--- src/hw/rtl/loc_pkg.sv ---
// Shared types and codes for the lock order checker.
`default_nettype none

package loc_pkg;

  localparam int CMD_W    = 2;
  localparam int THREAD_W = 3;
  localparam int LOCK_W   = 5;
  localparam int STATUS_W = 2;

  localparam logic [CMD_W-1:0] CMD_ACQUIRE = 2'd0;
  localparam logic [CMD_W-1:0] CMD_RELEASE = 2'd1;
  localparam logic [CMD_W-1:0] CMD_CHECK   = 2'd2;

  localparam logic [STATUS_W-1:0] ST_OK       = 2'd0;
  localparam logic [STATUS_W-1:0] ST_DOUBLE   = 2'd1;
  localparam logic [STATUS_W-1:0] ST_CONFLICT = 2'd2;
  localparam logic [STATUS_W-1:0] ST_FULL     = 2'd3;

  typedef logic [3:0] loc_op_t;

  localparam loc_op_t OP_NONE    = 4'd0;
  localparam loc_op_t OP_CAPTURE = 4'd1;
  localparam loc_op_t OP_LOAD    = 4'd2;
  localparam loc_op_t OP_CHK     = 4'd3;
  localparam loc_op_t OP_FRD     = 4'd4;
  localparam loc_op_t OP_FCMP    = 4'd5;
  localparam loc_op_t OP_DEC     = 4'd6;
  localparam loc_op_t OP_WRD     = 4'd7;
  localparam loc_op_t OP_WMAT    = 4'd8;
  localparam loc_op_t OP_WCHK    = 4'd9;
  localparam loc_op_t OP_WEND    = 4'd10;
  localparam loc_op_t OP_SRD     = 4'd11;
  localparam loc_op_t OP_SWR     = 4'd12;
  localparam loc_op_t OP_EMIT    = 4'd13;

  typedef struct packed {
    logic in_range;
    logic idx_zero;
    logic hit;
    logic found;
    logic is_acq;
    logic is_rel;
    logic walk_done;
    logic ordered;
    logic reverse;
    logic shift_done;
    logic out_free;
  } loc_sts_t;

endpackage

`default_nettype wire

--- src/hw/rtl/loc_dp.sv ---
// Datapath of the lock order checker: held stacks, counts, order matrix, result word.
`default_nettype none

module loc_dp #(
  parameter int LOCK_COUNT   = 32,
  parameter int THREAD_COUNT = 8,
  parameter int STACK_DEPTH  = 8
) (
  input  wire logic                          clk,
  input  wire logic                          rst_n,
  input  wire loc_pkg::loc_op_t              op,
  input  wire logic [loc_pkg::CMD_W-1:0]     in_command,
  input  wire logic [loc_pkg::THREAD_W-1:0]  in_thread_index,
  input  wire logic [loc_pkg::LOCK_W-1:0]    in_lock_index,
  input  wire logic                          out_ready,
  output logic                               out_valid,
  output logic [loc_pkg::STATUS_W-1:0]       out_status,
  output logic                               out_lock_held,
  output logic                               out_order_consistent,
  output loc_pkg::loc_sts_t                  sts
);

  localparam int LW    = $clog2(LOCK_COUNT);
  localparam int MROWS = 2 ** LW;
  localparam int TW    = (THREAD_COUNT > 1) ? $clog2(THREAD_COUNT) : 1;
  localparam int SW    = (STACK_DEPTH > 1) ? $clog2(STACK_DEPTH) : 1;
  localparam int CW    = $clog2(STACK_DEPTH + 1);
  localparam int TDEP  = 2 ** TW;
  localparam int SDEP  = 2 ** (TW + SW);

  logic [loc_pkg::CMD_W-1:0]    cmd_r;
  logic [loc_pkg::THREAD_W-1:0] thr_r;
  logic [loc_pkg::LOCK_W-1:0]   lock_r;
  logic [loc_pkg::LOCK_W-1:0]   h_r;
  logic [CW-1:0]                cnt_r;
  logic [CW-1:0]                idx_r;
  logic [CW-1:0]                pos_r;
  logic                         found_r;
  logic [loc_pkg::STATUS_W-1:0] status_r;
  logic                         held_r;
  logic                         flag_r;
  logic [MROWS-1:0]             lockrow_r;

  logic [loc_pkg::LOCK_W-1:0]   stk_mem [0:SDEP-1];
  logic [loc_pkg::LOCK_W-1:0]   stk_rd_r;
  logic [CW-1:0]                cnt_mem [0:TDEP-1];
  logic [TDEP-1:0]              cnt_vld_r;
  logic [CW-1:0]                cnt_rd_r;
  logic                         cnt_rv_r;
  logic [MROWS-1:0]             mat_mem [0:MROWS-1];
  logic [MROWS-1:0]             mat_vld_r;
  logic [MROWS-1:0]             row_rd_r;
  logic                         row_rv_r;

  logic                         out_valid_r;
  logic [loc_pkg::STATUS_W-1:0] out_status_r;
  logic                         out_held_r;
  logic                         out_flag_r;

  logic [TW-1:0]                thr_a;
  logic [LW-1:0]                lock_a;
  logic [LW-1:0]                h_a;
  logic [LW-1:0]                mat_ra;
  logic [CW-1:0]                idx_dec;
  logic [CW-1:0]                idx_inc;
  logic [CW:0]                  idx_inc_w;
  logic [SW-1:0]                stk_rslot;
  logic [CW-1:0]                cnt_val;
  logic [MROWS-1:0]             row_val;
  logic [MROWS-1:0]             lock_bit;
  logic                         in_range;
  logic                         ordered;
  logic                         reverse;
  logic                         full;
  logic                         shift_done;
  logic                         out_free;
  logic                         stk_rd_en;

  assign thr_a      = TW'(thr_r);
  assign lock_a     = LW'(lock_r);
  assign h_a        = LW'(h_r);
  assign idx_dec    = idx_r - CW'(1);
  assign idx_inc    = idx_r + CW'(1);
  assign idx_inc_w  = {1'b0, idx_r} + (CW + 1)'(1);
  assign cnt_val    = cnt_rv_r ? cnt_rd_r : '0;
  assign row_val    = row_rv_r ? row_rd_r : '0;
  assign lock_bit   = MROWS'(1) << lock_a;
  assign in_range   = (32'(thr_r) < THREAD_COUNT) && (32'(lock_r) < LOCK_COUNT);
  assign ordered    = row_val[lock_a];
  assign reverse    = lockrow_r[h_a];
  assign full       = (32'(cnt_r) >= STACK_DEPTH);
  assign shift_done = (idx_inc_w >= {1'b0, cnt_r});
  assign out_free   = !out_valid_r || out_ready;
  assign mat_ra     = (op == loc_pkg::OP_WMAT) ? LW'(stk_rd_r) : lock_a;

  always_comb begin
    stk_rd_en = 1'b1;
    stk_rslot = idx_r[SW-1:0];
    case (op)
      loc_pkg::OP_FRD: stk_rslot = idx_dec[SW-1:0];
      loc_pkg::OP_WRD: stk_rslot = idx_r[SW-1:0];
      loc_pkg::OP_SRD: stk_rslot = idx_inc[SW-1:0];
      default:         stk_rd_en = 1'b0;
    endcase
  end

  always_comb begin
    sts.in_range   = in_range;
    sts.idx_zero   = (idx_r == '0);
    sts.hit        = (stk_rd_r == lock_r);
    sts.found      = found_r;
    sts.is_acq     = (cmd_r == loc_pkg::CMD_ACQUIRE);
    sts.is_rel     = (cmd_r == loc_pkg::CMD_RELEASE);
    sts.walk_done  = (idx_r == cnt_r);
    sts.ordered    = ordered;
    sts.reverse    = reverse;
    sts.shift_done = shift_done;
    sts.out_free   = out_free;
  end

  // memories and payload
  always_ff @(posedge clk) begin
    if (stk_rd_en) begin
      stk_rd_r <= stk_mem[{thr_a, stk_rslot}];
    end
    if (op == loc_pkg::OP_LOAD) begin
      cnt_rd_r <= cnt_mem[thr_a];
      cnt_rv_r <= cnt_vld_r[thr_a];
    end
    if (op == loc_pkg::OP_LOAD || op == loc_pkg::OP_WMAT) begin
      row_rd_r <= mat_mem[mat_ra];
      row_rv_r <= mat_vld_r[mat_ra];
    end
    unique case (op)
      loc_pkg::OP_CAPTURE: begin
        cmd_r  <= in_command;
        thr_r  <= in_thread_index;
        lock_r <= in_lock_index;
      end
      loc_pkg::OP_CHK: begin
        cnt_r     <= cnt_val;
        idx_r     <= cnt_val;
        lockrow_r <= row_val;
        found_r   <= 1'b0;
        status_r  <= loc_pkg::ST_OK;
        held_r    <= 1'b0;
      end
      loc_pkg::OP_FRD: begin
        if (idx_r != '0) begin
          idx_r <= idx_dec;
        end
      end
      loc_pkg::OP_FCMP: begin
        if (stk_rd_r == lock_r) begin
          found_r <= 1'b1;
          pos_r   <= idx_r;
        end
      end
      loc_pkg::OP_DEC: begin
        held_r <= found_r;
        if (cmd_r == loc_pkg::CMD_ACQUIRE && found_r) begin
          status_r <= loc_pkg::ST_DOUBLE;
        end
        idx_r <= (cmd_r == loc_pkg::CMD_RELEASE) ? pos_r : '0;
      end
      loc_pkg::OP_WMAT: begin
        h_r <= stk_rd_r;
      end
      loc_pkg::OP_WCHK: begin
        if (ordered) begin
          idx_r <= idx_inc;
        end else if (reverse) begin
          status_r <= loc_pkg::ST_CONFLICT;
        end else begin
          mat_mem[h_a] <= row_val | lock_bit;
          idx_r        <= idx_inc;
        end
      end
      loc_pkg::OP_WEND: begin
        if (full) begin
          status_r <= loc_pkg::ST_FULL;
        end else begin
          stk_mem[{thr_a, cnt_r[SW-1:0]}] <= lock_r;
          cnt_mem[thr_a]                  <= cnt_r + CW'(1);
        end
      end
      loc_pkg::OP_SRD: begin
        if (shift_done) begin
          cnt_mem[thr_a] <= cnt_r - CW'(1);
        end
      end
      loc_pkg::OP_SWR: begin
        stk_mem[{thr_a, idx_r[SW-1:0]}] <= stk_rd_r;
        idx_r                           <= idx_inc;
      end
      loc_pkg::OP_EMIT: begin
        if (out_free) begin
          out_status_r <= status_r;
          out_held_r   <= held_r;
          out_flag_r   <= flag_r;
        end
      end
      default: begin
      end
    endcase
  end

  // control state
  always_ff @(posedge clk) begin
    if (!rst_n) begin
      cnt_vld_r   <= '0;
      mat_vld_r   <= '0;
      flag_r      <= 1'b1;
      out_valid_r <= 1'b0;
    end else begin
      if ((op == loc_pkg::OP_WEND && !full) || (op == loc_pkg::OP_SRD && shift_done)) begin
        cnt_vld_r[thr_a] <= 1'b1;
      end
      if (op == loc_pkg::OP_WCHK && !ordered) begin
        if (reverse) begin
          flag_r <= 1'b0;
        end else begin
          mat_vld_r[h_a] <= 1'b1;
        end
      end
      if (op == loc_pkg::OP_EMIT && out_free) begin
        out_valid_r <= 1'b1;
      end else if (out_ready) begin
        out_valid_r <= 1'b0;
      end
    end
  end

  assign out_valid            = out_valid_r;
  assign out_status           = out_status_r;
  assign out_lock_held        = out_held_r;
  assign out_order_consistent = out_flag_r;

endmodule

`default_nettype wire

--- config.mk ---
export PLATFORM = sky130hd
export DESIGN_NAME = loc_dp
export DESIGN_NICKNAME = d
export VERILOG_FILES = /design/src/hw/rtl/loc_pkg.sv /design/src/hw/rtl/loc_dp.sv
export SDC_FILE = /design/constraint.sdc
export NUM_CORES = 2
export LEC_CHECK = 0
export ABC_AREA = 1
export BUFFER_PORTS_ARGS = -buffer_cell sky130_fd_sc_hd__buf_2
export CORE_MARGIN = 2
export CORE_UTILIZATION = 30
export DETAILED_ROUTE_END_ITERATION = 7
export GPL_TIMING_DRIVEN = 0
export HOLD_SLACK_MARGIN = 0.15
export MAX_ROUTING_LAYER = met4
export SETUP_SLACK_MARGIN = 0.2
export SYNTH_ARGS = -nofsm -noshare
export SYNTH_HDL_FRONTEND = slang
export SYNTH_SLANG_ARGS = --single-unit
--- constraint.sdc ---
create_clock -name clk -period 4.2 [get_ports clk]
set_input_delay 0.21 -clock clk [delete_from_list [all_inputs] [get_ports clk]]
set_output_delay 0.21 -clock clk [all_outputs]
set_load 0.03 [all_outputs]
==> impl_metrics.toml <==
[yosys]
synth_cell_types = 42
dominantRegCellSynth = "edfxtp_1"
synth_edf_count = 1486
syn_area_per_cell_sq_um = 11.5
synthCells = 5545
ys_ff_latch = 1528
synth_area_sq_um = 64000
syn_nets = 5571
async_flop_share_pct = 0
ys_warn_count = 0
yosysSeqAreaShare_pct = 71.0

[floorplanning]
start_util_pct = 30.2
placementRows = 169
die_w_um = 466
fp.dieArea_sq_um = 217000
die_h_um = 466
core_sq_um = 212000
ios = 33

[global_routing]
grt_antenna_before_repair = 10
grt_max_degree = 35
grt_remaining_overflow = 0
grt_pass1_wl_um = 301000
grt_pass1_vias = 42900
grt_usage_pct = 19.7

[cells_and_area]
fin_nets = 5903
final_util_pct = 35.7
drive_above_1_share_pct = 12.7
syn_to_final_growth_pct = 18.3
final_cells = 8828
layout_common_cells = "edfxtp_1, nand2_1, nand3_1"
final_common_cell = "edfxtp_1"

[sta]
drv_slew = 0
final.period_utilization_pct = 92.8
hold_slack_ps = 452
layout_min_cycle_time_ps = 3900
slew_headroom_pct = 12.9
worst_slew_pin_slew_ps = 1310
timing.fmax_ghz = 0.257
setup_viol = 0
tns_ps = 0
rsz0062_at_grt = "yes"
hold_violations = 0
finClkSkew_ps = 46.3

[clocking]
clock_sinks = 1528
root_buffer = "clkbuf_16"
clk_pin_slew_worst_paths_ps = 70
htreeDepth = 4
clock_path_buffers = 3
cts_made_buffers = 153
clock_latency_ps = 810
cts_tree = "built"

[worst_setup_path]
slowest_delay_ps = 510
crit_type = "reg2reg"
cp_slowest_cell = "nand2_1"
cp-start-kind = "register"
path_cells = "clkbuf_1, nand2_1, inv_1, a21oi_1, o2111ai_1, nand3_1, nand2_1, o21ai_2, and2_1, nand2_1, nor2_4, buf_12"
cpLargestDelayFamily = "simple AND/OR/NAND/NOR gates"
path_common_cell = "nand2_1"
cp.required_ps = 4680
crit_fanout = 23
crit_buf_inv = 3
endpoint_kind = "register"
worstPathArrival_ps = 4380

[drt]
first_pass_iters = 8
route.final.wire_length_um = 213000
wire_per_inst_um = 24.1
vias_per_cell = 5.11
postRouteAntennaNets = 0
drt_iter0_markers = 5661
drc = 0
vias = 45200

[status]
outcome = "completed"

[power_and_ir_drop]
irDropWorstVdd_mv = 0.630
leakage_nw = 27.6
p_per_area_nw_per_um2 = 434

[placement]
port_buffers = 31
routabilityCongestion = 0.961
place_inst = 8469
dp_hpwl_um = 146000

[job]
max-cap-violations = 0

[hold_path]
min_path_type = "reg2reg"
## layer usage
metal / GRT usage (%) / up-vias / share of wire, %
met4: 8.29 / 0 / 4.7
li1: - / 20000 / -
met1: 25.5 / 22200 / 40
met3: 3.71 / 518 / 9.9
met5: - / - / 0
met2: 30.1 / 2484 / 46
## report_power, final
part | switching [mW] | total, mW | leakage, nW | internal, mW
combinational | 1.90 | 2.55 | 11.4 | 0.652
clock | 6.03 | 13.6 | 2.37 | 7.55
sequential | 0.0291 | 16.8 | 13.8 | 16.7
## cell families after synthesis
logic type	count (synthesis)	synth area share, %
adders and majority gates	9	0.188
buffers and inverters	766	5.16
DFF	1528	71.0
other	1	0.00586
xor gates and xnor gates	9	0.123
AOI/OAI and AO/OA	817	7.76
and+or+nand+nor	2415	15.7
## flip-flops by register name (all words and copies together), names as in the netlist, 3 cells and up
signal     count
cnt_rd_r       4
lock_a         5
thr_a          3
h_a            5
mat_vld_r     32
cnt_r          4
lockrow_r     32
idx_r          4
cnt_vld_r      8
row_rd_r      32
pos_r          4
stk_rd_r       5
cnt_mem       32
stk_mem      320
mat_mem     1024
## per-stage QoR
| stage | worst slack (ps) | total power [mW] | cell area, sq um |
|---|---|---|---|
| final | 303 | 32.9 | 75700 |
| after global routing | 176 | 33.7 | 75700 |
| after CTS | 195 | 32.9 | 75600 |
| after detailed placement | 39.6 | 19.5 | 70000 |
| after global placement | -4670 | 19.4 | 67700 |
| after floorplan | 255 | 18.4 | 64000 |
## final timing paths
kind	endpoint	slack, ps	from	cells after the start
setup / recovery	mat_mem[26][20]$_DFFE_PP_	300	row_rv_r$_DFFE_PP_	12
hold / removal	out_order_consistent$_DFFE_PP_	450	flag_r$_SDFFE_PN1P_	0
setup reg to reg	mat_mem[26][20]$_DFFE_PP_	300	row_rv_r$_DFFE_PP_	12
hold reg to reg	out_order_consistent$_DFFE_PP_	450	flag_r$_SDFFE_PN1P_	0
## timing repair
item | 4_1_cts | 5_1_grt
endpoints found under the setup margin | 348 | 201
buffers inserted | 29 | 12
hold buffers | 33 | 0
pin swaps | 19 | 7
endpoints found under the hold margin | 128 | 0
gates resized for setup | 0 | 4
## cell type report
class,instances,area (sq um)
diodes,7,17.5
clock buffers,195,4090
inverters,450,1690
fillers,20500,136000
multi-input cells,3251,15800
well taps,2821,3530
plain buffers,316,1620
clock inverters,83,785
repair buffers,177,2670
flip-flops and latches,1528,45500
## synth_stat cells (2+ instances only)
cell type	number	area [sq um]
nand3_1	519	2600
o21ai_1	52	260
o21bai_1	32	240
a21oi_1	179	896
buf_4	35	263
clkbuf_2	3	15.0
buf_6	7	78.8
nand2_2	7	43.8
nand3b_1	20	150
a221oi_1	5	43.8
ha_1	8	100
xnor2_1	4	35.0
o211ai_1	254	1910
nor2_1	343	1290
xor2_1	5	43.8
o21ai_0	252	1260
clkbuf_1	74	278
o21ai_2	2	17.5
o2111ai_1	6	52.6
o21ai_4	2	32.5
a22o_1	5	43.8
inv_2	6	22.5
nand4_1	6	37.5
a22oi_1	24	180
dfxtp_1	42	841
or2_2	75	469
and2_1	2	12.5
nand2_1	1423	5340
buf_1	4	15.0
nor3_1	14	70.1
inv_1	443	1660
edfxtp_1	1486	44600
buf_2	193	966
nor2_2	5	31.3
(Power assumes the default switching activity.)
